## src/rtl/ebcs_pkg.sv

```systemverilog
// Package for the 8-bit CPU subset core: widths, reset values, codes, cost table.
// Used by every module under rtl; depends on nothing.
package ebcs_pkg;

  localparam int AddrBits = 16;
  localparam int MemDepth = 1 << AddrBits;

  localparam logic [15:0] AfReset = 16'h01B0;
  localparam logic [15:0] BcReset = 16'h0804;
  localparam logic [15:0] DeReset = 16'h0201;
  localparam logic [15:0] SpReset = 16'hFFFE;
  localparam logic [15:0] PcReset = 16'h0100;
  localparam logic [7:0]  OpHalt  = 8'h76;

  localparam logic [1:0] ActWrite = 2'd0;
  localparam logic [1:0] ActRead  = 2'd1;
  localparam logic [1:0] ActExec  = 2'd2;

  localparam logic [1:0] StDone    = 2'd0;
  localparam logic [1:0] StHalted  = 2'd1;
  localparam logic [1:0] StInvalid = 2'd2;
  localparam logic [1:0] StOff     = 2'd3;

  // Memory port operations requested by the controller.
  typedef enum logic [2:0] {
    MEM_IDLE, MEM_RD_ADDR, MEM_WR_ADDR, MEM_RD_PC, MEM_RD_HL, MEM_WR_HL
  } mem_op_e;

  // Datapath register updates requested by the controller.
  typedef enum logic [2:0] {
    UPD_NONE, UPD_OPCODE, UPD_EXEC, UPD_IMM, UPD_IMM_HI, UPD_HALT
  } upd_e;

  typedef struct packed {
    mem_op_e     mem_op;
    logic [1:0]  wsrc;      // 0 input data, 1 (HL)+1, 2 (HL)-1, 3 register B / imm
    upd_e        upd;
    logic        inc_pc;
    logic        charge;
    logic        clear_rd;
    logic        latch_rd;
  } ctrl_t;

  typedef struct packed {
    logic [7:0] opcode;
    logic       halted;
    logic       clearing;
  } stat_t;

  localparam logic [1:0] WsrcData = 2'd0;
  localparam logic [1:0] WsrcInc  = 2'd1;
  localparam logic [1:0] WsrcDec  = 2'd2;
  localparam logic [1:0] WsrcReg  = 2'd3;

  // Cycles charged per opcode.
  function automatic logic [3:0] cost_of(input logic [7:0] op);
    logic [3:0] c;
    c = 4'd1;
    case (op)
      8'h04, 8'h05, 8'h0C, 8'h0D, 8'h14, 8'h15, 8'h1C, 8'h1D, 8'h24, 8'h25,
      8'h2C, 8'h2D, 8'h3C, 8'h3D, 8'h76, 8'h03,
      8'h80, 8'h81, 8'h82, 8'h83, 8'h84, 8'h85, 8'h87,
      8'h90, 8'h91, 8'h92, 8'h93, 8'h94, 8'h95, 8'h97,
      8'hA0, 8'hA1, 8'hA2, 8'hA3, 8'hA4, 8'hA5, 8'hA7,
      8'hB0, 8'hB1, 8'hB2, 8'hB3, 8'hB4, 8'hB5, 8'hB7,
      8'hA8, 8'hA9, 8'hAA, 8'h41, 8'h4A, 8'h53, 8'h78: c = 4'd4;
      8'h06, 8'h0E, 8'h16, 8'h1E, 8'h26, 8'h2E, 8'h3E, 8'h70, 8'h46: c = 4'd7;
      8'h21, 8'h36: c = 4'd10;
      8'h34, 8'h35: c = 4'd11;
      default: c = 4'd1;
    endcase
    return c;
  endfunction

  // Opcode classes used by the controller.
  function automatic logic is_ld_imm(input logic [7:0] op);
    return (op < 8'h40) && (op[5:3] != 3'd6) && (op[2:0] == 3'd6);
  endfunction

  function automatic logic is_simple(input logic [7:0] op);
    logic r;
    r = 1'b0;
    if ((op < 8'h40) && (op[5:3] != 3'd6) && (op[2:0] == 3'd4 || op[2:0] == 3'd5))
      r = 1'b1;
    if ((op >= 8'h80) && (op < 8'hB8) && (op[2:0] != 3'd6) &&
        (op[5:3] != 3'd1) && (op[5:3] != 3'd3))
      r = 1'b1;
    case (op)
      8'h00, 8'h41, 8'h4A, 8'h53, 8'h78, 8'h03: r = 1'b1;
      default: ;
    endcase
    return r;
  endfunction

endpackage

```

## src/rtl/ebcs_ctrl.sv

```systemverilog
// Controller state machine of the CPU subset core: sequences memory and execute.
// Depends on ebcs_pkg; drives ebcs_datapath.
module ebcs_ctrl import ebcs_pkg::*; (
  input  logic       clk_i,
  input  logic       rst_ni,
  input  logic       in_valid_i,
  output logic       in_ready_o,
  input  logic [1:0] action_i,
  input  logic       power_on_i,
  input  stat_t      stat_i,
  output ctrl_t      ctrl_o,
  output logic [1:0] status_o,
  output logic       out_valid_o,
  input  logic       out_ready_i
);

  localparam logic [3:0] SIdle = 4'd0, SRdWait = 4'd1, SFetch = 4'd2, SDecode = 4'd3,
                         SImm = 4'd4, SImm2 = 4'd5, SHlRd = 4'd6, SHlMod = 4'd7,
                         SOut = 4'd8, SImmHi = 4'd9, SImmHi2 = 4'd10, SHlSt = 4'd11;

  logic [3:0] state_q, state_d;
  logic [1:0] status_q, status_d;
  logic       ovalid_q;
  logic       acc;
  logic [7:0] op;

  assign op  = stat_i.opcode;
  assign acc = in_valid_i && in_ready_o;
  assign in_ready_o = (state_q == SIdle) && !ovalid_q && !stat_i.clearing;

  always_comb begin
    state_d  = state_q;
    status_d = status_q;
    ctrl_o   = '{mem_op: MEM_IDLE, wsrc: WsrcData, upd: UPD_NONE,
                 inc_pc: 1'b0, charge: 1'b0, clear_rd: 1'b0, latch_rd: 1'b0};
    case (state_q)
      SIdle: if (acc) begin
        ctrl_o.clear_rd = 1'b1;
        status_d = StDone;
        case (action_i)
          ActWrite: begin ctrl_o.mem_op = MEM_WR_ADDR; state_d = SOut; end
          ActRead:  begin ctrl_o.mem_op = MEM_RD_ADDR; state_d = SRdWait; end
          ActExec: begin
            if (!power_on_i) begin status_d = StOff; state_d = SOut; end
            else if (stat_i.halted) begin status_d = StHalted; state_d = SOut; end
            else begin
              ctrl_o.mem_op = MEM_RD_PC; ctrl_o.inc_pc = 1'b1; state_d = SFetch;
            end
          end
          default: state_d = SOut;
        endcase
      end
      SRdWait: begin ctrl_o.latch_rd = 1'b1; state_d = SOut; end
      SFetch:  begin ctrl_o.upd = UPD_OPCODE; state_d = SDecode; end
      SDecode: begin
        ctrl_o.charge = 1'b1;
        if (is_simple(op)) begin
          ctrl_o.upd = UPD_EXEC; state_d = SOut;
        end else if (is_ld_imm(op) || op == 8'h21 || op == 8'h36) begin
          ctrl_o.mem_op = MEM_RD_PC; ctrl_o.inc_pc = 1'b1; state_d = SImm;
        end else if (op == 8'h34 || op == 8'h35 || op == 8'h46) begin
          ctrl_o.mem_op = MEM_RD_HL; state_d = SHlRd;
        end else if (op == 8'h70) begin
          ctrl_o.mem_op = MEM_WR_HL; ctrl_o.wsrc = WsrcReg; state_d = SOut;
        end else if (op == OpHalt) begin
          ctrl_o.upd = UPD_HALT; status_d = StHalted; state_d = SOut;
        end else begin
          ctrl_o.upd = UPD_HALT; status_d = StInvalid; state_d = SOut;
        end
      end
      SImm: state_d = SImm2;
      SImm2: begin
        if (op == 8'h36) begin
          ctrl_o.mem_op = MEM_WR_HL; ctrl_o.wsrc = WsrcReg; state_d = SOut;
        end else if (op == 8'h21) begin
          ctrl_o.upd = UPD_IMM;
          ctrl_o.mem_op = MEM_RD_PC; ctrl_o.inc_pc = 1'b1; state_d = SImmHi;
        end else begin
          ctrl_o.upd = UPD_IMM; state_d = SOut;
        end
      end
      SImmHi:  state_d = SImmHi2;
      SImmHi2: begin ctrl_o.upd = UPD_IMM_HI; state_d = SOut; end
      SHlRd:   state_d = SHlMod;
      SHlMod: begin
        if (op == 8'h46) begin ctrl_o.upd = UPD_EXEC; state_d = SOut; end
        else begin
          ctrl_o.mem_op = MEM_WR_HL;
          ctrl_o.wsrc = (op == 8'h34) ? WsrcInc : WsrcDec;
          state_d = SHlSt;
        end
      end
      SHlSt: state_d = SOut;
      SOut:  state_d = SIdle;
      default: state_d = SIdle;
    endcase
  end

  always_ff @(posedge clk_i or negedge rst_ni) begin
    if (!rst_ni) begin
      state_q <= SIdle; status_q <= StDone; ovalid_q <= 1'b0;
    end else begin
      state_q  <= state_d;
      status_q <= status_d;
      if (state_q == SOut) ovalid_q <= 1'b1;
      else if (out_ready_i) ovalid_q <= 1'b0;
    end
  end

  assign status_o    = status_q;
  assign out_valid_o = ovalid_q;

  // A new word is never taken while a result waits.
  assert property (@(posedge clk_i) disable iff (!rst_ni) ovalid_q |-> !in_ready_o)
    else $error("input taken with result pending");
  // Every pass through the result state raises the output valid.
  assert property (@(posedge clk_i) disable iff (!rst_ni)
    (state_q == SOut) |=> ovalid_q)
    else $error("result not raised");
  // The controller leaves idle only on acceptance.
  assert property (@(posedge clk_i) disable iff (!rst_ni)
    (state_q == SIdle && !acc) |=> state_q == SIdle)
    else $error("controller left idle without a word");

endmodule

```

## config.mk

```make
export PLATFORM = sky130hd
export DESIGN_NAME = ebcs_ctrl
export DESIGN_NICKNAME = d
export VERILOG_FILES = /design/src/rtl/ebcs_pkg.sv /design/src/rtl/ebcs_ctrl.sv
export SDC_FILE = /design/constraint.sdc
export NUM_CORES = 1
export LEC_CHECK = 0
export ABC_CLOCK_PERIOD_IN_PS = 5250
export CORE_UTILIZATION = 50
export DETAILED_ROUTE_END_ITERATION = 6
export DONT_BUFFER_PORTS = 1
export GPL_TIMING_DRIVEN = 0
export PLACE_DENSITY_LB_ADDON = 0.25
export RECOVER_POWER = 100
export SLEW_MARGIN = 20
export SYNTH_ARGS = -nofsm -noshare
export SYNTH_HDL_FRONTEND = slang
export SYNTH_SLANG_ARGS = --single-unit
```

## constraint.sdc

```tcl
create_clock -name clk_i -period 5.25 [get_ports clk_i]
set_clock_uncertainty 0.15 [all_clocks]
set_input_delay 1.05 -clock clk_i [delete_from_list [all_inputs] [get_ports clk_i]]
set_output_delay 1.05 -clock clk_i [all_outputs]
set_load 0.02 [all_outputs]
```

Word level (Yosys, flattened, before mapping)
Index checks and enable logic that the tools add are counted.
W data, S select, Z words.

storage, ports and cells
  logic and storage cells = 129
  latch bits = 0
  bits in writable memories = 0
  bits of input ports = 17
  bits in read-only memories = 0
  flip-flop bits (word level) = 7
  memories = 0

cells by class
  $add $sub $neg = 0
  multipliers = 0
  reductions and logical operators = 25
  equal/unequal tests = 37
  shift operators = 0
  multiplexer cells = 61
  bitwise gates (word level) = 0
  $lt $le $gt $ge = 3
  divide/modulo/power cells = 0

operators by type and width
  kind                  count
  $eq A8 B7 Y1 const B  7
  $pmux W4 S9           1
  $eq A8 B6 Y1 const B  4
  $mux W2               16
  $mux W4               7
  $mux W5               5
  $mux W1               19
  $mux W3               6
  $eq A4 B3 Y1 const B  4
  $eq A4 B4 Y1 const B  4
  $pmux W3 S5           1
  $pmux W2 S3           2
  $pmux W3 S4           1
  $logic_and A1 B1 Y1   10
  $ne A2 B2 Y1 const B  5
  $eq A3 B3 Y1 const B  3
  $eq A4 B2 Y1 const B  2
  $eq A8 B2 Y1 const B  1
  $ge A8 B8 Y1 const B  1
  $logic_not A8 Y1      1
  $lt A8 B7 Y1 const B  1
  $lt A8 B8 Y1 const B  1
  $pmux W4 S2           1
  $ne A3 B3 Y1 const B  2
  other kinds (15)      21

Logic depth before layout (Yosys ltp)
  depth in word-level cells = 10
  gate-level depth with buffers = 8
  depth with buffers taken out = 7

Worst setup path after synthesis
OpenSTA, ideal clock, no wires.

  path type = input port to output port
  start point = input port stat_i[5] (netlist name)
  end point = output port ctrl_o[7] (netlist name)
  path slack = 1.445 ns
  arrival time = 2.605 ns
  stages on the path = 4
  path buffers = 1
  required time = 4.050 ns
  cells stage by stage = buf_4 nand3b_2 or3_1 o41ai_1

RTL lines
  element          RTL line         source
  start, declared  ebcs_ctrl.sv:10  input stat_t stat_i,
  end, declared    ebcs_ctrl.sv:11  output ctrl_t ctrl_o,

==> flow_metrics.py <==
metrics = {
    "sta": {
        "fmax_mhz": 238.5,
        "timing.final.crit_share_pct": 79.86,
        "period_minus_slack_ns": 4.193,
        "tightest_slew_ns": 0.9456,
        "finalSetupViolCount": 0,
        "relSlewSlack_pct": 36.14,
        "finalHoldViolCount": 0,
        "setup_tns_ns": 0,
        "maxSlewViolCount": 0,
        "rsz0062_at_grt": "false",
    },
    "die": {
        "die_w_um": 49.46,
        "dieArea_mm2": 0.002446,
        "die_h_um": 49.46,
        "io_pins": 33,
        "coreArea_mm2": 0.002042,
        "fp-row-count": 16,
        "start_util_pct": 55.15,
    },
    "logic_synthesis": {
        "synth_top_area_share_pct": 15.56,
        "synth_area_leaders": "dfrtp_1 (16%), nand2b_1 (4.4%), o21ai_0 (4.0%)",
        "syn_inst": 143,
        "yosysWarnings": 0,
        "ys_async_sr_fraction_pct": 100.0,
        "synth_edf_count": 0,
        "syn-cell-area_mm2": 0.001126,
        "synth_area_leader_cell": "dfrtp_1",
        "synth_area_per_cell_um2": 7.875,
        "yosysMostFrequentCell": "nor2_1",
        "synth.net_count": 160,
        "synthTopCellsByCount": "nor2_1 (12), nand2_1 (10), o21ai_0 (9)",
        "ys.flop_type": "dfrtp_1",
        "ys_ff_latch": 7,
        "yosysSeqAreaShare_pct": 15.56,
        "synth.distinct_cells": 59,
    },
    "worst_setup_path": {
        "crit_path_start": "stat_i[7]",
        "endpoint_kind": "output pin",
        "crit_end": "ctrl_o[7]",
        "cp-start-kind": "primary input",
        "r2r_start": "state_q[3]$_DFFE_PN0P_",
        "cp.arrival_ns": 2.99,
        "reg2reg_to": "status_o[1]$_DFFE_PN0P_",
        "rr_worst_depth": 7,
        "crit_fanout": 10,
        "crit_required_ns": 4.05,
        "criticalPathCategory": "primary input to output pin",
        "regToRegSetupSlack_ns": 2.98,
    },
    "power": {
        "peakVddDrop_uv": 217.2,
        "p_leak_nw": 0.4543,
        "finalPower_uw": 224.5,
        "p_per_area_mw_per_mm2": 195.7,
    },
    "clock_network": {
        "clk_pin_slew_ns": 0.05,
        "post_cts_resized": 0,
        "cts_hold_buf": 0,
        "clk_latency_ns": 0.25,
        "tritoncts": "built",
        "cts_htree_levels": 1,
        "postCtsSetupBuffers": 0,
        "cts-root-buf": "clkbuf_4",
        "cts.path.max_buffers": 2,
        "clock_sinks": 7,
        "cts_buffers": 3,
    },
    "final_layout": {
        "syn2layout_area_growth_pct": 1.889,
        "finalNetCount": 165,
        "final.fill_count": 212,
        "antenna_cells": 0,
        "final_core_util_pct": 56.19,
        "drive_above_1_share_pct": 13.61,
    },
    "global_route": {
        "grt_max_degree": 11,
        "track_usage_pct": 25.29,
        "antenna_found_initial": 0,
        "grt_pass1_wl_um": 4864,
        "grt_pass1_vias": 1072,
        "gr-total-overflow": 0,
    },
    "placed_design": {
        "io_buffer_count": 0,
        "hpwlAfterDp_um": 2222,
        "finalWeightedCongestion": 0.8813,
    },
    "flow_run": {
        "max_cap_viol_count": 0,
    },
    "detailed_routing": {
        "ant_nets": 0,
        "drt_iter0_drc": 23,
        "drc_errors": 0,
        "vias_per_cell": 6.489,
        "vias": 1129,
        "firstDrtPassIters": 4,
        "wl_um": 2850,
        "wire_per_inst_um": 16.38,
    },
    "worst_hold_path": {
        "hp-class": "primary input to async pin",
    },
    "run_status": {
        "status": "completed",
    },
}
-- flip-flops by register name (all words and copies together) (netlist names) --
signal and count:
state_q 4, out_valid_o 1, status_o 2
-- through the flow --
| stage | instances | hold slack, ns | worst slack (ns) | instance area (um^2) |
|---|---|---|---|---|
| floorplan | 143 | 0.4317 | 1.445 | 1126 |
| global placement | 170 | 0.4524 | 1.344 | 1160 |
| detailed placement | 170 | 0.4624 | 1.330 | 1160 |
| CTS | 174 | 0.3335 | 1.321 | 1186 |
| global route | 174 | 0.3238 | 0.8159 | 1147 |
| finish | 174 | 0.3371 | 1.057 | 1147 |
-- layout make-up --
class / instances / area [um^2] / area share [%]
plain buffers: 11 / 77.57 / 6.761
clock buffers: 4 / 26.28 / 2.290
inverters: 8 / 30.03 / 2.617
multi-input cells: 117 / 804.5 / 70.12
flip-flops and latches: 7 / 175.2 / 15.27
well taps: 27 / 33.78 / 2.944
-- worst max-delay path, stage by stage --
cell      delay [ns]
clkbuf_1        0.32
or2_0           0.19
or4_2           0.11
clkbuf_1        0.21
nand3_1         0.24
o41ai_1         0.88
-- report_power, final --
| part | internal, mW | switching [mW] | leakage, nW |
|---|---|---|---|
| sequential | 0.0662 | 0.0206 | 0.0933 |
| combinational | 0.0363 | 0.0521 | 0.346 |
| clock | 0.0290 | 0.0203 | 0.0150 |
-- routing by layer --
layer,up-vias,track usage (%),share of wire [%]
met5,-,0,0
met3,4,6.481,6.9
met2,40,39.50,47
met1,541,35.04,45
li1,544,-,-
met4,0,5.238,0.95
-- logic make-up (layout without fill, tap and decap cells) --
| family | count (synthesis) | count (layout) | synth area share, % |
|---|---|---|---|
| AND/OR/NAND/NOR | 77 | 77 | 44.67 |
| AO/OA/AOI/OAI | 38 | 38 | 26.56 |
| buffers and inverters | 19 | 23 | 11.11 |
| flip-flops | 7 | 7 | 15.56 |
| XOR/XNOR | 1 | 1 | 0.7779 |
| multiplexers | 1 | 1 | 1.333 |
-- worst min path at each step --
stage	from	end	slack [ns]	depth (start not counted)
2_1_floorplan	state_q[1]$_DFFE_PN0P_	out_valid_o$_DFFE_PN0P_	0.43	2
3_3_place_gp	state_q[1]$_DFFE_PN0P_	out_valid_o$_DFFE_PN0P_	0.45	2
3_5_place_dp	state_q[1]$_DFFE_PN0P_	out_valid_o$_DFFE_PN0P_	0.46	2
4_1_cts	rst_ni	state_q[0]$_DFFE_PN0P_	0.33	0
5_1_grt	rst_ni	status_o[0]$_DFFE_PN0P_	0.32	0
6_report	rst_ni	status_o[0]$_DFFE_PN0P_	0.34	0
-- placed cells by master (no fill, tap or decap), drive strengths merged, types with 2 or more instances in the layout --
| cell | instances |
|---|---|
| nor2 | 12 |
| nor2b | 5 |
| a21oi | 4 |
| inv | 8 |
| o31ai | 2 |
| o22a | 2 |
| nor4bb | 2 |
| nor3 | 6 |
| nand2 | 11 |
| o211ai | 2 |
| a2111oi | 2 |
| nand3 | 5 |
| or4 | 2 |
| o21ai | 11 |
| a221oi | 2 |
| nand4 | 3 |
| nand3b | 4 |
| clkbuf | 11 |
| nor3b | 2 |
| a22oi | 2 |
| nor4b | 3 |
| nand2b | 9 |
| buf | 4 |
| or3 | 3 |
| dfrtp | 7 |
| or2 | 2 |
(Power assumes the default switching activity.)
